[config.mk]
export PLATFORM = sky130hd
export DESIGN_NAME = double_ended_queue
export DESIGN_NICKNAME = d
export VERILOG_FILES = /design/src/hdl/dq_pkg.sv /design/src/hdl/dq_ram.sv /design/src/hdl/dq_ctrl.sv /design/src/hdl/dq_datapath.sv /design/src/hdl/double_ended_queue.sv
export SDC_FILE = /design/constraint.sdc
export NUM_CORES = 1
export LEC_CHECK = 0
export ABC_AREA = 1
export BUFFER_PORTS_ARGS = -buffer_cell sky130_fd_sc_hd__buf_4
export CAP_MARGIN = 10
export CORE_MARGIN = 3
export CORE_UTILIZATION = 35
export CTS_CLUSTER_DIAMETER = 150
export CTS_CLUSTER_SIZE = 8
export DETAILED_ROUTE_END_ITERATION = 8
export SYNTH_ARGS = -nofsm -noshare
export SYNTH_HDL_FRONTEND = slang
export SYNTH_HIERARCHICAL = 1
export SYNTH_SLANG_ARGS = --single-unit
[constraint.sdc]
create_clock -name clk -period 3.35 [get_ports clk]
set_input_delay 0.67 -clock clk [delete_from_list [all_inputs] [get_ports clk]]
set_output_delay 0.67 -clock clk [all_outputs]
set_load 0.05 [all_outputs]
[src/hdl/dq_pkg.sv]
// Shared types and codes for the double-ended queue.
// Used by dq_ctrl, dq_datapath and double_ended_queue; depends on nothing.
package dq_pkg;

    localparam logic [2:0] CMD_PUSH_BACK  = 3'd0;
    localparam logic [2:0] CMD_PUSH_FRONT = 3'd1;
    localparam logic [2:0] CMD_POP_FRONT  = 3'd2;
    localparam logic [2:0] CMD_POP_BACK   = 3'd3;
    localparam logic [2:0] CMD_PEEK       = 3'd4;

    localparam logic [1:0] ST_OK    = 2'd0;
    localparam logic [1:0] ST_EMPTY = 2'd1;
    localparam logic [1:0] ST_FULL  = 2'd2;

    localparam int unsigned DATA_W  = 32;
    localparam int unsigned COUNT_W = 5;

    typedef enum logic [1:0] {
        S_IDLE,
        S_EXEC,
        S_READ,
        S_RESP
    } state_t;

    // Commands from the controller to the datapath.
    typedef struct packed {
        logic capture;
        logic exec;
        logic read;
    } ctl_t;

endpackage

[src/hdl/dq_ram.sv]
// Generic simple RAM: one write port, two read ports with registered read data.
// Stand-alone; no package needed.
module dq_ram #(
    parameter int WIDTH = 32,
    parameter int DEPTH = 16
) (
    input  logic                     clk,
    input  logic                     we,
    input  logic [$clog2(DEPTH)-1:0] waddr,
    input  logic [WIDTH-1:0]         wdata,
    input  logic                     re,
    input  logic [$clog2(DEPTH)-1:0] raddr_a,
    input  logic [$clog2(DEPTH)-1:0] raddr_b,
    output logic [WIDTH-1:0]         rdata_a,
    output logic [WIDTH-1:0]         rdata_b
);

    logic [WIDTH-1:0] mem [DEPTH];

    always_ff @(posedge clk)
    begin
        if (we)
        begin
            mem[waddr] <= wdata;
        end
        // hold read data between reads
        if (re)
        begin
            rdata_a <= mem[raddr_a];
            rdata_b <= mem[raddr_b];
        end
    end

endmodule

[src/hdl/dq_ctrl.sv]
// Sequencing state machine for the double-ended queue.
// Depends on dq_pkg for the state type and the command struct.
module dq_ctrl (
    input  logic          clk,
    input  logic          rst_n,
    input  logic          cmd_valid,
    output logic          cmd_stall,
    output logic          rsp_valid,
    input  logic          rsp_stall,
    output dq_pkg::ctl_t  ctl
);

    dq_pkg::state_t state_reg;
    dq_pkg::state_t state_next;

    always_ff @(posedge clk or negedge rst_n)
    begin
        if (!rst_n)
        begin
            state_reg <= dq_pkg::S_IDLE;
        end
        else
        begin
            state_reg <= state_next;
        end
    end

    always_comb
    begin
        state_next  = state_reg;
        ctl.capture = 1'b0;
        ctl.exec    = 1'b0;
        ctl.read    = 1'b0;
        cmd_stall   = 1'b1;
        rsp_valid   = 1'b0;
        unique case (state_reg)
            dq_pkg::S_IDLE:
            begin
                cmd_stall = 1'b0;
                if (cmd_valid)
                begin
                    ctl.capture = 1'b1;
                    state_next  = dq_pkg::S_EXEC;
                end
            end
            dq_pkg::S_EXEC:
            begin
                ctl.exec   = 1'b1;
                state_next = dq_pkg::S_READ;
            end
            dq_pkg::S_READ:
            begin
                ctl.read   = 1'b1;
                state_next = dq_pkg::S_RESP;
            end
            dq_pkg::S_RESP:
            begin
                rsp_valid = 1'b1;
                if (!rsp_stall)
                begin
                    state_next = dq_pkg::S_IDLE;
                end
            end
        endcase
    end

endmodule

[src/hdl/dq_datapath.sv]
// Datapath: command capture, front/back positions, count, status and entry RAM.
// Depends on dq_pkg and dq_ram.
module dq_datapath #(
    parameter int CAPACITY = 16
) (
    input  logic                           clk,
    input  logic                           rst_n,
    input  dq_pkg::ctl_t                   ctl,
    input  logic [2:0]                     command,
    input  logic signed [dq_pkg::DATA_W-1:0] push_value,
    output logic signed [dq_pkg::DATA_W-1:0] front_value,
    output logic signed [dq_pkg::DATA_W-1:0] back_value,
    output logic [dq_pkg::COUNT_W-1:0]     entry_count,
    output logic [1:0]                     status
);

    localparam int PTR_W = $clog2(CAPACITY);
    localparam int CNT_W = $clog2(CAPACITY + 1);
    localparam logic [PTR_W-1:0] PTR_LAST = PTR_W'(CAPACITY - 1);
    localparam logic [CNT_W-1:0] CNT_FULL = CNT_W'(CAPACITY);

    logic [2:0]                cmd_reg;
    logic [dq_pkg::DATA_W-1:0] value_reg;
    logic [PTR_W-1:0]          front_reg;
    logic [PTR_W-1:0]          front_next;
    logic [PTR_W-1:0]          back_reg;
    logic [PTR_W-1:0]          back_next;
    logic [CNT_W-1:0]          count_reg;
    logic [CNT_W-1:0]          count_next;
    logic [1:0]                status_reg;
    logic [1:0]                status_next;

    logic                      we;
    logic [PTR_W-1:0]          waddr;
    logic [dq_pkg::DATA_W-1:0] rdata_a;
    logic [dq_pkg::DATA_W-1:0] rdata_b;
    logic                      is_full;
    logic                      is_empty;
    logic [PTR_W-1:0]          front_inc;
    logic [PTR_W-1:0]          front_dec;
    logic [PTR_W-1:0]          back_inc;
    logic [PTR_W-1:0]          back_dec;
    logic [CNT_W+dq_pkg::COUNT_W-1:0] count_ext;

    assign is_full   = (count_reg == CNT_FULL);
    assign is_empty  = (count_reg == '0);
    assign front_inc = (front_reg == PTR_LAST) ? '0 : front_reg + 1'b1;
    assign front_dec = (front_reg == '0) ? PTR_LAST : front_reg - 1'b1;
    assign back_inc  = (back_reg == PTR_LAST) ? '0 : back_reg + 1'b1;
    assign back_dec  = (back_reg == '0) ? PTR_LAST : back_reg - 1'b1;

    // capture the accepted word
    always_ff @(posedge clk)
    begin
        if (ctl.capture)
        begin
            cmd_reg   <= command;
            value_reg <= push_value;
        end
    end

    always_comb
    begin
        front_next  = front_reg;
        back_next   = back_reg;
        count_next  = count_reg;
        status_next = dq_pkg::ST_OK;
        we          = 1'b0;
        waddr       = back_reg;
        unique case (cmd_reg)
            dq_pkg::CMD_PUSH_BACK:
            begin
                if (is_full)
                begin
                    status_next = dq_pkg::ST_FULL;
                end
                else
                begin
                    we         = 1'b1;
                    waddr      = back_reg;
                    back_next  = back_inc;
                    count_next = count_reg + 1'b1;
                end
            end
            dq_pkg::CMD_PUSH_FRONT:
            begin
                if (is_full)
                begin
                    status_next = dq_pkg::ST_FULL;
                end
                else
                begin
                    we         = 1'b1;
                    waddr      = front_dec;
                    front_next = front_dec;
                    count_next = count_reg + 1'b1;
                end
            end
            dq_pkg::CMD_POP_FRONT:
            begin
                if (is_empty)
                begin
                    status_next = dq_pkg::ST_EMPTY;
                end
                else
                begin
                    front_next = front_inc;
                    count_next = count_reg - 1'b1;
                end
            end
            dq_pkg::CMD_POP_BACK:
            begin
                if (is_empty)
                begin
                    status_next = dq_pkg::ST_EMPTY;
                end
                else
                begin
                    back_next  = back_dec;
                    count_next = count_reg - 1'b1;
                end
            end
            default:
            begin
                // peek and unused codes leave positions and count unchanged
            end
        endcase
    end

    always_ff @(posedge clk or negedge rst_n)
    begin
        if (!rst_n)
        begin
            front_reg  <= '0;
            back_reg   <= '0;
            count_reg  <= '0;
            status_reg <= dq_pkg::ST_OK;
        end
        else if (ctl.exec)
        begin
            front_reg  <= front_next;
            back_reg   <= back_next;
            count_reg  <= count_next;
            status_reg <= status_next;
        end
    end

    dq_ram #(
        .WIDTH (dq_pkg::DATA_W),
        .DEPTH (CAPACITY)
    ) u_ram (
        .clk     (clk),
        .we      (ctl.exec && we),
        .waddr   (waddr),
        .wdata   (value_reg),
        .re      (ctl.read),
        .raddr_a (front_reg),
        .raddr_b (back_dec),
        .rdata_a (rdata_a),
        .rdata_b (rdata_b)
    );

    assign count_ext   = {{dq_pkg::COUNT_W{1'b0}}, count_reg};
    assign entry_count = count_ext[dq_pkg::COUNT_W-1:0];
    assign status      = status_reg;
    assign front_value = is_empty ? -32'sd1 : signed'(rdata_a);
    assign back_value  = is_empty ? -32'sd1 : signed'(rdata_b);

endmodule

[src/hdl/double_ended_queue.sv]
// Top level of the bounded double-ended queue: controller plus datapath.
// Depends on dq_pkg, dq_ctrl, dq_datapath and dq_ram.
//
//   channel   handshake              payload
//   cmd       cmd_valid / cmd_stall  command, push_value
//   rsp       rsp_valid / rsp_stall  front_value, back_value, entry_count, status
//
// One word at a time: accept, execute (pointer update and RAM write), RAM read
// of front and back entries, then the response, in states S_IDLE, S_EXEC,
// S_READ and S_RESP, an order set by the write-then-read order on the entry RAM.
// cmd_stall stays high from acceptance until the response word leaves.
// A stalled response holds its fields. Reset clears positions, count and state;
// the entry RAM is not cleared and only written entries are ever shown.
module double_ended_queue #(
    parameter int CAPACITY = 16
) (
    input  logic               clk,
    input  logic               rst_n,
    input  logic               cmd_valid,
    output logic               cmd_stall,
    input  logic [2:0]         command,
    input  logic signed [31:0] push_value,
    output logic               rsp_valid,
    input  logic               rsp_stall,
    output logic signed [31:0] front_value,
    output logic signed [31:0] back_value,
    output logic [4:0]         entry_count,
    output logic [1:0]         status
);

    dq_pkg::ctl_t ctl;

    dq_ctrl u_ctrl (
        .clk       (clk),
        .rst_n     (rst_n),
        .cmd_valid (cmd_valid),
        .cmd_stall (cmd_stall),
        .rsp_valid (rsp_valid),
        .rsp_stall (rsp_stall),
        .ctl       (ctl)
    );

    dq_datapath #(
        .CAPACITY (CAPACITY)
    ) u_datapath (
        .clk         (clk),
        .rst_n       (rst_n),
        .ctl         (ctl),
        .command     (command),
        .push_value  (push_value),
        .front_value (front_value),
        .back_value  (back_value),
        .entry_count (entry_count),
        .status      (status)
    );

endmodule
==> results of run 1 <==
[worst max path at each step]
stage                                     startpoint                                      to  slack, ns  cells after the start
3_5_place_dp         u_datapath/cmd_reg[1]$_DFFE_PP_   u_datapath/u_ram/mem[14][4]$_DFFE_PP_       0.67                      8
3_3_place_gp     u_datapath/front_reg[0]$_DFFE_PN0P_  u_datapath/u_ram/mem[14][11]$_DFFE_PP_       0.66                     11
2_1_floorplan  u_datapath/entry_count[1]$_DFFE_PN0P_   u_datapath/u_ram/mem[12][0]$_DFFE_PP_      -0.05                      7
6_report         u_datapath/front_reg[0]$_DFFE_PN0P_   u_datapath/u_ram/mem[14][4]$_DFFE_PP_       0.59                      7
5_1_grt        u_datapath/entry_count[1]$_DFFE_PN0P_   u_datapath/u_ram/mem[14][7]$_DFFE_PP_       0.44                      8
4_1_cts        u_datapath/entry_count[4]$_DFFE_PN0P_                           back_value[3]       0.56                      5
[through the flow]
stage | std cells | util
after global placement | 4913 | 0.376
after CTS | 5025 | 0.402
after global routing | 5025 | 0.402
after floorplan | 3698 | -
after detailed placement | 4913 | 0.376
final | 5026 | 0.402
[synth_stat cells, drive strengths merged]
| library cell | number | area share |
|---|---|---|
| xor2 | 2 | 0.00054 |
| nor2 | 28 | 0.0041 |
| fa | 1 | 0.00062 |
| or2 | 2 | 0.00039 |
| a21oi | 2 | 0.00031 |
| nand3 | 918 | 0.14 |
| buf | 205 | 0.044 |
| inv | 615 | 0.071 |
| nand4 | 6 | 0.0013 |
| clkbuf | 13 | 0.0015 |
| o21ai | 14 | 0.0024 |
| a21boi | 2 | 0.00046 |
| ha | 14 | 0.0054 |
| dfrtp | 17 | 0.013 |
| nand2 | 1240 | 0.14 |
| o211ai | 1 | 0.00023 |
| nand3b | 3 | 0.00069 |
| xnor2 | 3 | 0.00081 |
| o21bai | 1 | 0.00023 |
| edfxtp | 611 | 0.57 |
[metal layers]
layer  up-vias  wire length [µm]  global-route usage
li1      12000                 -                   -
met4         0              3050              0.0775
met3       219              9740              0.0362
met2      1378             45200               0.325
met1     12000             41400               0.281
met5         -                 0                   0
[power by group through the flow]
stage | logic, mW | clock network [mW] | registers, mW
finish | 19.3 | 8.02 | 10.8
global route | 20.8 | 8.50 | 10.9
CTS | 19.1 | 8.19 | 10.8
detailed placement | 19.1 | 0 | 11.0
global placement | 19.0 | 0 | 11.0
floorplan | 13.0 | 0 | 10.7
[cells by family (layout without fill, tap and decap cells)]
| kind of cell | count (synthesis) | count (layout) |
|---|---|---|
| adder cells (fa/ha/maj) | 15 | 15 |
| AND/OR/NAND/NOR | 2197 | 2197 |
| flip-flops | 628 | 628 |
| AO/OA/AOI/OAI | 20 | 20 |
| other | 0 | 1 |
| buffers and inverters | 833 | 917 |
| XOR/XNOR | 5 | 5 |
[cell type report]
class | count | area [µm²] | area share
sequential | 628 | 18800 | 0.509
antenna | 1 | 2.50 | 0.0000678
timing repair buffer | 191 | 1810 | 0.0491
clock inverter | 7 | 113 | 0.00305
tap | 1243 | 1560 | 0.0421
inverter | 615 | 2330 | 0.0631
clock buffer | 104 | 2260 | 0.0613
multi-input combinational | 2237 | 10100 | 0.272
[worst max-delay path, delay by kind of cell (launching register included)]
kind                     cells  cell delay, ns
buffers and inverters        2            0.35
AO/OA/AOI/OAI                1            0.40
flip-flops                   1            0.48
XOR/XNOR                     1            0.15
adder cells (fa/ha/maj)      1            0.23
AND/OR/NAND/NOR              2            0.79
==> flow_metrics.env, run 1 <==
export IMPL_status="finished clean"
export IMPL_fp_dieW_um=310
export IMPL_synth_top_family_by_area="simple AND/OR/NAND/NOR gates"
export IMPL_critPathCaptureType="register"
export IMPL_cts_resized=0
export IMPL_pre_cts_ws_ns=0.669
export IMPL_largest_register="u_datapath/u_ram/mem"
export IMPL_max_freq_mhz=363
export IMPL_first_iter_violations=2751
export IMPL_hold_viol=0
export IMPL_switching_share=0.471
export IMPL_io_pins=112
export IMPL_insertion_delay_ns=0.64
export IMPL_num_vias=25700
export IMPL_antenna_found_initial=1
export IMPL_muxShareOfSynthArea=0
export IMPL_seqPwrFrac=0.284
export IMPL_ir_drop_uv=1410
export IMPL_largest_reg_flops=512
export IMPL_ys_ff_latch=628
export IMPL_r2r_end="u_datapath/u_ram/mem[14][4]$_DFFE_PP_"
export IMPL_p_clk_frac=0.210
export IMPL_ys_warn_count=6
export IMPL_reg2reg_slack_ns=0.59
export IMPL_n_fill_cell=8974
export IMPL_rsz0062_at_grt="false"
export IMPL_synth_area_um2=32400
export IMPL_avgSynthCellArea_um2=8.77
export IMPL_cts_max_level=3
export IMPL_r2r_start="u_datapath/front_reg[0]$_DFFE_PN0P_"
export IMPL_grt_pass1_vias=24500
export IMPL_synth_simple_area_share=0.294
export IMPL_setup_viol=0
export IMPL_hold_path_end="u_datapath/value_reg[19]$_DFFE_PP_"
export IMPL_slew_viol_final=0
export IMPL_critPathKind="reg -> reg"
export IMPL_numCtsBuffers=88
export IMPL_overflow=0
export IMPL_finalPower_mw=38.2
export IMPL_postCtsSetupRepairBufs=0
export IMPL_period_share=0.823
export IMPL_yosys_area_share_xor_xnor=0.00135
export IMPL_layout_common_cells="1228 x nand2_1, 912 x nand3_1, 611 x edfxtp_1, 599 x inv_1, 160 x buf_4"
export IMPL_worst_ep_arrival_time_ns=3.07
export IMPL_crit_slowest_cell="dfrtp_4"
export IMPL_slowest_delay_ns=0.48
export IMPL_cts_tree="built"
export IMPL_grt_use_total=0.205
export IMPL_worst_pin_slew_ns=0.913
export IMPL_power_density_nw_per_um2=1030
export IMPL_seq_area_frac_synth=0.579
export IMPL_final_net_count=3815
export IMPL_min_path_cells=1
export IMPL_drt_total_wl_um=99500
export IMPL_finClkSkew_ns=0.0229
export IMPL_intPower_mw=20.2
export IMPL_synth_compound_area_share=0.00363
export IMPL_vias_per_cell=5.11
export IMPL_hp_start="push_value[19]"
export IMPL_io_buffers=111
export IMPL_fin_crit_ns=2.76
export IMPL_cts_sinks=628
export IMPL_power_share_combinational=0.506
export IMPL_firstDrtPassIters=6
export IMPL_p_leak_nw=16.3
export IMPL_rows=111
export IMPL_core_um2=91800
export IMPL_power_net_switching_mw=18.0
export IMPL_drt_wirelength_per_cell_um=19.8
export IMPL_max_cap_violations=0
export IMPL_postCtsHoldBufs=1
export IMPL_post_route_cell_area_um2=36900
export IMPL_grt_pass1_wl_um=149000
export IMPL_synth_fa_ha_area_frac=0.00602
export IMPL_dpl_instance_area_um2=34500
export IMPL_grt_max_degree=155
export IMPL_layout_cells_most_common="nand2_1"
export IMPL_place_congestion=0.826
export IMPL_tns_ns=0
export IMPL_drive_gt1_frac=0.0928
export IMPL_hold_class="in -> reg"
export IMPL_timing_final_ws_setup_ns=0.593
export IMPL_whs_ns=0.205
export IMPL_clk_path_buf_depth=3
export IMPL_crit_chain="inv_1 -> ha_1 -> xnor2_1 -> o21ai_0 -> nand3_1 -> nor2_4 -> buf_12"
export IMPL_relSlewSlack=0.390
export IMPL_die_area_um2=96400
export IMPL_clk_pin_slew_ns=0.05
export IMPL_final_antenna_net_count=0
export IMPL_crit_fanout=26
export IMPL_synth_cell_types=35
export IMPL_required_ns=3.66
export IMPL_initial_core_util=0.353
export IMPL_drcViolationCount=0
export IMPL_hpwl_um=57200
export IMPL_reg2reg_depth=7
export IMPL_chipHeight_um=310
export IMPL_netlist_instances=3698
export IMPL_worstSetupStartpointType="register"
export IMPL_synth_nets=3752
export IMPL_root_buffer="clkbuf_16"
export IMPL_syn_to_final_growth_pct=13.8
No activity file was read; power rests on OpenSTA's default activity.
==> inputs of run 2 (changes only) <==
clock period = 2.2 ns   (was 3.35 ns; I/O delays follow)
==> flow_metrics.env, run 2 (synthesized netlist as in run 1, its figures left out) <==
export IMPL_setup_viol=166
export IMPL_largest_reg_flops=512
export IMPL_fin_crit_ns=2.40
export IMPL_grt_pass1_wl_um=156000
export IMPL_p_leak_nw=18.1
export IMPL_die_area_um2=96400
export IMPL_place_congestion=0.844
export IMPL_relSlewSlack=0.391
export IMPL_layout_common_cells="1156 x nand2_1, 910 x nand3_1, 611 x edfxtp_1, 594 x inv_1, 155 x buf_4"
export IMPL_rows=111
export IMPL_largest_register="u_datapath/u_ram/mem"
export IMPL_vias_per_cell=5.20
export IMPL_finalPower_mw=64.6
export IMPL_overflow=0
export IMPL_critPathKind="reg -> out"
export IMPL_crit_fanout=9
export IMPL_worstSetupStartpointType="register"
export IMPL_seqCellArea_um2=18800
export IMPL_crit_slowest_cell="dfrtp_2"
export IMPL_chipHeight_um=310
export IMPL_drcViolationCount=0
export IMPL_max_freq_mhz=417
export IMPL_cts_tree="built"
export IMPL_antenna_found_initial=3
export IMPL_grt_use_total=0.213
export IMPL_period_share=1.09
export IMPL_num_vias=27200
export IMPL_io_pins=112
export IMPL_n_fill_cell=8549
export IMPL_reg2reg_depth=13
export IMPL_worst_ep_arrival_time_ns=1.96
export IMPL_clk_pin_slew_ns=0.06
export IMPL_instances_no_fill=5235
export IMPL_hold_class="in -> reg"
export IMPL_failed_checks="setup timing"
export IMPL_status="finished with violations"
export IMPL_slowest_delay_ns=0.42
export IMPL_rsz0062_at_grt="true"
export IMPL_worst_pin_slew_ns=0.914
export IMPL_io_buffers=111
export IMPL_fp_dieW_um=310
export IMPL_critPathCaptureType="output port"
export IMPL_whs_ns=0.0304
export IMPL_min_path_cells=1
export IMPL_crit_chain="nor2_4 -> buf_6 -> nand3_4 -> buf_12 -> buf_16 -> nand2_2 -> buf_8"
export IMPL_first_iter_violations=3263
export IMPL_cts_max_level=3
export IMPL_max_cap_violations=0
export IMPL_utilization=0.448
export IMPL_power_density_nw_per_um2=1570
export IMPL_slew_viol_final=0
export IMPL_layout_cells_most_common="nand2_1"
export IMPL_multi_input_comb_area_um2=10500
export IMPL_hpwl_um=62400
export IMPL_core_um2=91800
export IMPL_root_buffer="clkbuf_16"
export IMPL_syn_to_final_growth_pct=26.6
export IMPL_initial_core_util=0.353
export IMPL_drt_wirelength_per_cell_um=21.1
export IMPL_finClkSkew_ns=0.0519
export IMPL_firstDrtPassIters=7
export IMPL_grt_pass1_vias=25700
export IMPL_grt_max_degree=102
export IMPL_required_ns=1.76
export IMPL_timing_final_ws_setup_ns=-0.196
export IMPL_final_antenna_net_count=0
export IMPL_numCtsBuffers=88
export IMPL_drt_total_wl_um=110000
export IMPL_drive_gt1_frac=0.156
export IMPL_dp_cells=5012
export IMPL_cts_sinks=628
export IMPL_final_net_count=4026
export IMPL_clk_path_buf_depth=3
export IMPL_hold_viol=0
export IMPL_ir_drop_uv=1100
export IMPL_insertion_delay_ns=0.66
-- run 2: worst paths after layout --
path                                                       start                              endpoint  slack, ns
max in group asynchronous                                  rst_n   u_datapath/front_reg[1]$_DFFE_PN0P_       1.71
min in group asynchronous                                  rst_n   u_datapath/front_reg[0]$_DFFE_PN0P_       0.22
min reg2reg                     u_datapath/status[1]$_DFFE_PN0P_      u_datapath/status[1]$_DFFE_PN0P_       0.50
max reg2reg                u_datapath/entry_count[0]$_DFFE_PN0P_  u_datapath/u_ram/mem[6][5]$_DFFE_PP_      -0.07
max                        u_datapath/entry_count[0]$_DFFE_PN0P_                        back_value[22]      -0.20
min                                                   command[1]       u_datapath/cmd_reg[1]$_DFFE_PP_       0.03
-- run 2: where the power goes --
part | internal [mW] | switching (mW) | leakage [nW]
logic | 12.6 | 23.3 | 11.1
clock network | 7.33 | 5.06 | 1.18
registers | 15.3 | 0.982 | 5.73
-- run 2: layer usage --
layer / global-route usage / part of all wire / vias to the layer above
li1: - / - / 12500
met1: 0.283 / 0.39 / 12900
met2: 0.348 / 0.47 / 1552
met3: 0.0334 / 0.099 / 265
met4: 0.0918 / 0.040 / 0
met5: 0 / 0 / -
-- run 2: layout make-up --
type                       count  area share
sequential                   628       0.457
tap                         1243      0.0379
inverter                     615      0.0571
timing repair buffer         402       0.133
clock inverter                 7     0.00368
antenna                        1   0.0000609
clock buffer                 102      0.0554
multi-input combinational   2237       0.255
-- run 2: timing repair --
| item | CTS | global route |
|---|---|---|
| endpoints found under the setup margin | 379 | 545 |
| gates cloned | 5 | 32 |
| endpoints found under the hold margin | 50 | 0 |
| pin swaps | 6 | 18 |
| resized for setup | 210 | 91 |
| setup buffers | 15 | 28 |
| hold buffers | 34 | 0 |
-- run 2: through the flow --
stage	instance area [µm²]	worst slack [ns]	setup TNS, ns
after floorplan	32600	-0.312	-151.40
after global placement	35900	-0.161	-27.55
after detailed placement	35900	-0.109	-15.29
after CTS	39600	-0.207	-11.66
after global routing	41100	-0.247	-35.26
final	41100	-0.196	-13.74
-- run 2: critical path, delay by kind of cell, from the launching register on --
family                 cells  cell delay [ns]
buffers and inverters      4             0.59
DFF                        1             0.42
and+or+nand+nor            3             0.30
